--- src/rtl/core/rktt_ram.sv ---
// Generic single-port-write, single-port-read RAM with a registered read.
// Depends on nothing; width and depth are parameters.
`timescale 1ns / 1ps

module rktt_ram #(
	parameter int WIDTH = 8,
	parameter int DEPTH = 16,
	parameter int AW    = (DEPTH > 1) ? $clog2(DEPTH) : 1
) (
	input  logic             clk,
	input  logic             we,
	input  logic [AW-1:0]    waddr,
	input  logic [WIDTH-1:0] wdata,
	input  logic [AW-1:0]    raddr,
	output logic [WIDTH-1:0] rdata
);

	logic [WIDTH-1:0] mem [DEPTH];

	// Write port and registered read port.
	always_ff @(posedge clk) begin
		if (we) begin
			mem[waddr] <= wdata;
		end
		rdata <= mem[raddr];
	end

endmodule

--- config.mk ---
export PLATFORM = sky130hd
export DESIGN_NAME = rktt_ram
export DESIGN_NICKNAME = d
export VERILOG_FILES = /design/src/rtl/core/rktt_ram.sv
export SDC_FILE = /design/constraint.sdc
export NUM_CORES = 1
export LEC_CHECK = 0
export BUFFER_PORTS_ARGS = -buffer_cell sky130_fd_sc_hd__clkbuf_2
export CORE_MARGIN = 8
export CORE_UTILIZATION = 50
export CTS_CLUSTER_SIZE = 40
export DETAILED_ROUTE_END_ITERATION = 8
export PLACE_DENSITY = 0.73
export SYNTH_ARGS = -nofsm -noshare
export SYNTH_HDL_FRONTEND = slang
export SYNTH_SLANG_ARGS = --single-unit
--- constraint.sdc ---
create_clock -name clk -period 2.3 [get_ports clk]
set_input_delay 0.115 -clock clk [delete_from_list [all_inputs] [get_ports clk]]
set_output_delay 0.115 -clock clk [all_outputs]
set_load 0.1 [all_outputs]
==> metrics.cfg <==
[detailed_routing]
drc=0
vias=2445
final_antenna_net_count=0
met3_length_microns=650
wl_met2_mm=5.157
drt_pass1_iterations=4
wl_met1_mm=4.349
highest_layer=met4
post_drt_via_cell_ratio=5.713
routed_wl_mm=10.22
drt_iter0_markers=203
wire_per_inst_microns=23.88

[setup_path]
worst_setup_path_end_kind=output port
cpPeakStageDelay_ns=0.48
cp.required_ns=2.18
crit_chain=clkbuf_2
path_buf_inv=1
r2r_cells=3
critPathTopFamily=buffers and inverters
crit_cells=1
critical_path_arrival_ns=1.35
path_max_fanout=1
worstSetupPathType=register to output port
critical_path.startpoint_type=register
slowest_stage=clkbuf_2

[synth]
synthesis.area_sq_mm=0.005147
syn_nets=247
synthesis.instances=229
ys_warn_count=0
syn_area_per_cell_sq_um=22.48
yosys.area.top_type_share_pct=74.67
yosys.area.top_type=edfxtp_1
ys_ff_latch=136
seq_area_frac_synth_pct=77.78
synthTopCellsByArea=edfxtp_1 75%, mux4_2 7.9%, mux4_1 7.1%
yosysUniqueCellTypes=19

[run_status]
outcome=complete, no violations

[die]
pin_count=26
die_h_microns=117.5
dieArea_sq_mm=0.01380
coreArea_sq_mm=0.01014
start_util_pct=50.77
row_count=37
die_x_microns=117.5

[layout]
fin_util_pct=60.09
n_antenna_cell=0
layout_commonest_cell=edfxtp_1
n_fill_cell=702
syn2layout_area_growth_pct=18.35
register_area_sq_mm=0.004004
num-nets-final=297
multi_input_area_sq_mm=0.001057
final_cells=428
fin_area_sq_mm=0.006092
final_cell_mix=128 x edfxtp_1, 25 x clkbuf_2, 18 x mux4_2
final_layout_size_suffix_gt1_share_pct=31.51

[grt]
grt_pass1_vias=2616
antenna_found_initial=0
grt_max_degree=33
globalRouteTotalUtil_pct=15.62
grt-ovfl-total=0
grt_first_pass_wirelength_mm=15.57

[place]
portBuffers=25
post-place-cells=396
place_congestion=0.7495
placed_cell_area_sq_mm=0.005502
hpwl_mm=6.158

[sta]
hold_viol=0
maxSlewViolCount=0
timing.final.crit_share_pct=63.76
setup_viol=0
max-slew-margin-rel_pct=46.66
skew_ns=0.006058
min_period_ns=1.467
rsz0062_at_grt=false
fmax_mhz=681.9
tightest_slew_ns=0.7972
tns_ns=0

[min_path]
holdPathStages=1
hp-class=input pin to register

[cts]
cts-root-buf=clkbuf_8
postCtsResizedCells=0
cts_buffer_depth=2
path_clk_slew_ns=0.06
cts.sinks=136
htree_num_levels=4
post_cts_buffers=0
cts_buffers=17
holdBufCountCts=0
worstSkewPairLatency_ns=0.50
cts_tree=done

[pwr]
ir_drop_mv=0.5082
cellPowerDensity_mw_per_mm2=957.1
p_leak_nw=2.065

[run]
cap_violations=0

[logic make-up (layout without fill, tap and decap cells)]
group           Yosys count  in the layout  share of synthesized area (%)
flops                   136            136                          77.78
buf+inv                  10             73                          1.677
compound gates           16             16                          2.334
mux                      32             32                          15.02
simple gates             35             35                          3.184
[metrics by stage]
step                      setup WS (ns)  hold slack [ns]  total power [mW]
after global routing             0.7671          0.03239             6.009
after detailed placement         0.5276           0.5591             3.214
after CTS                        0.7927          0.02181             5.873
final                            0.8334          0.03540             5.830
after floorplan                  0.6921           0.2139             3.096
after global placement           0.6234           0.5404             3.204
[power breakdown]
group	internal [mW]	switching (mW)
combinational	0.109	0.265
clock	1.65	1.02
sequential	2.77	0.0174
[layout make-up]
class	instances	share of cell area [%]
clock buffers	17	6.798
clock inverters	15	2.896
multi-input cells	83	17.35
flip-flops and latches	136	65.72
well taps	136	2.793
repair buffers	41	4.436
[per-layer routing]
metal	global-route usage (%)	vias to the layer above
li1	-	1077
met1	20.77	1259
met2	23.54	107
met3	4.700	2
met4	6.485	0
met5	0	-
[registers in the layout (all words and copies together) (netlist names)]
name   count
rdata      8
mem      128
[Yosys cell counts]
cell type and instances:
nor3_1 4, edfxtp_1 128, nor2_1 13, mux4_2 18
buf_4 1, buf_2 3, nor2b_1 1, nand3b_1 2
nand2_1 9, and2b_1 1, or3b_2 1, a22oi_1 16
nand2b_1 2, and2_1 1, nand3_1 1, dfxtp_1 8
clkdlybuf4s25_2 3, buf_6 3, mux4_1 14
[worst paths after layout]
path	start	to	slack, ns
setup / recovery	rdata[1]	rdata[1]	0.83
hold / removal	wdata[6]	mem[4][6]	0.04
setup reg to reg	mem[1][0]	rdata[0]	0.90
hold reg to reg	mem[14][0]	rdata[0]	0.67
(Power assumes the default switching activity.)
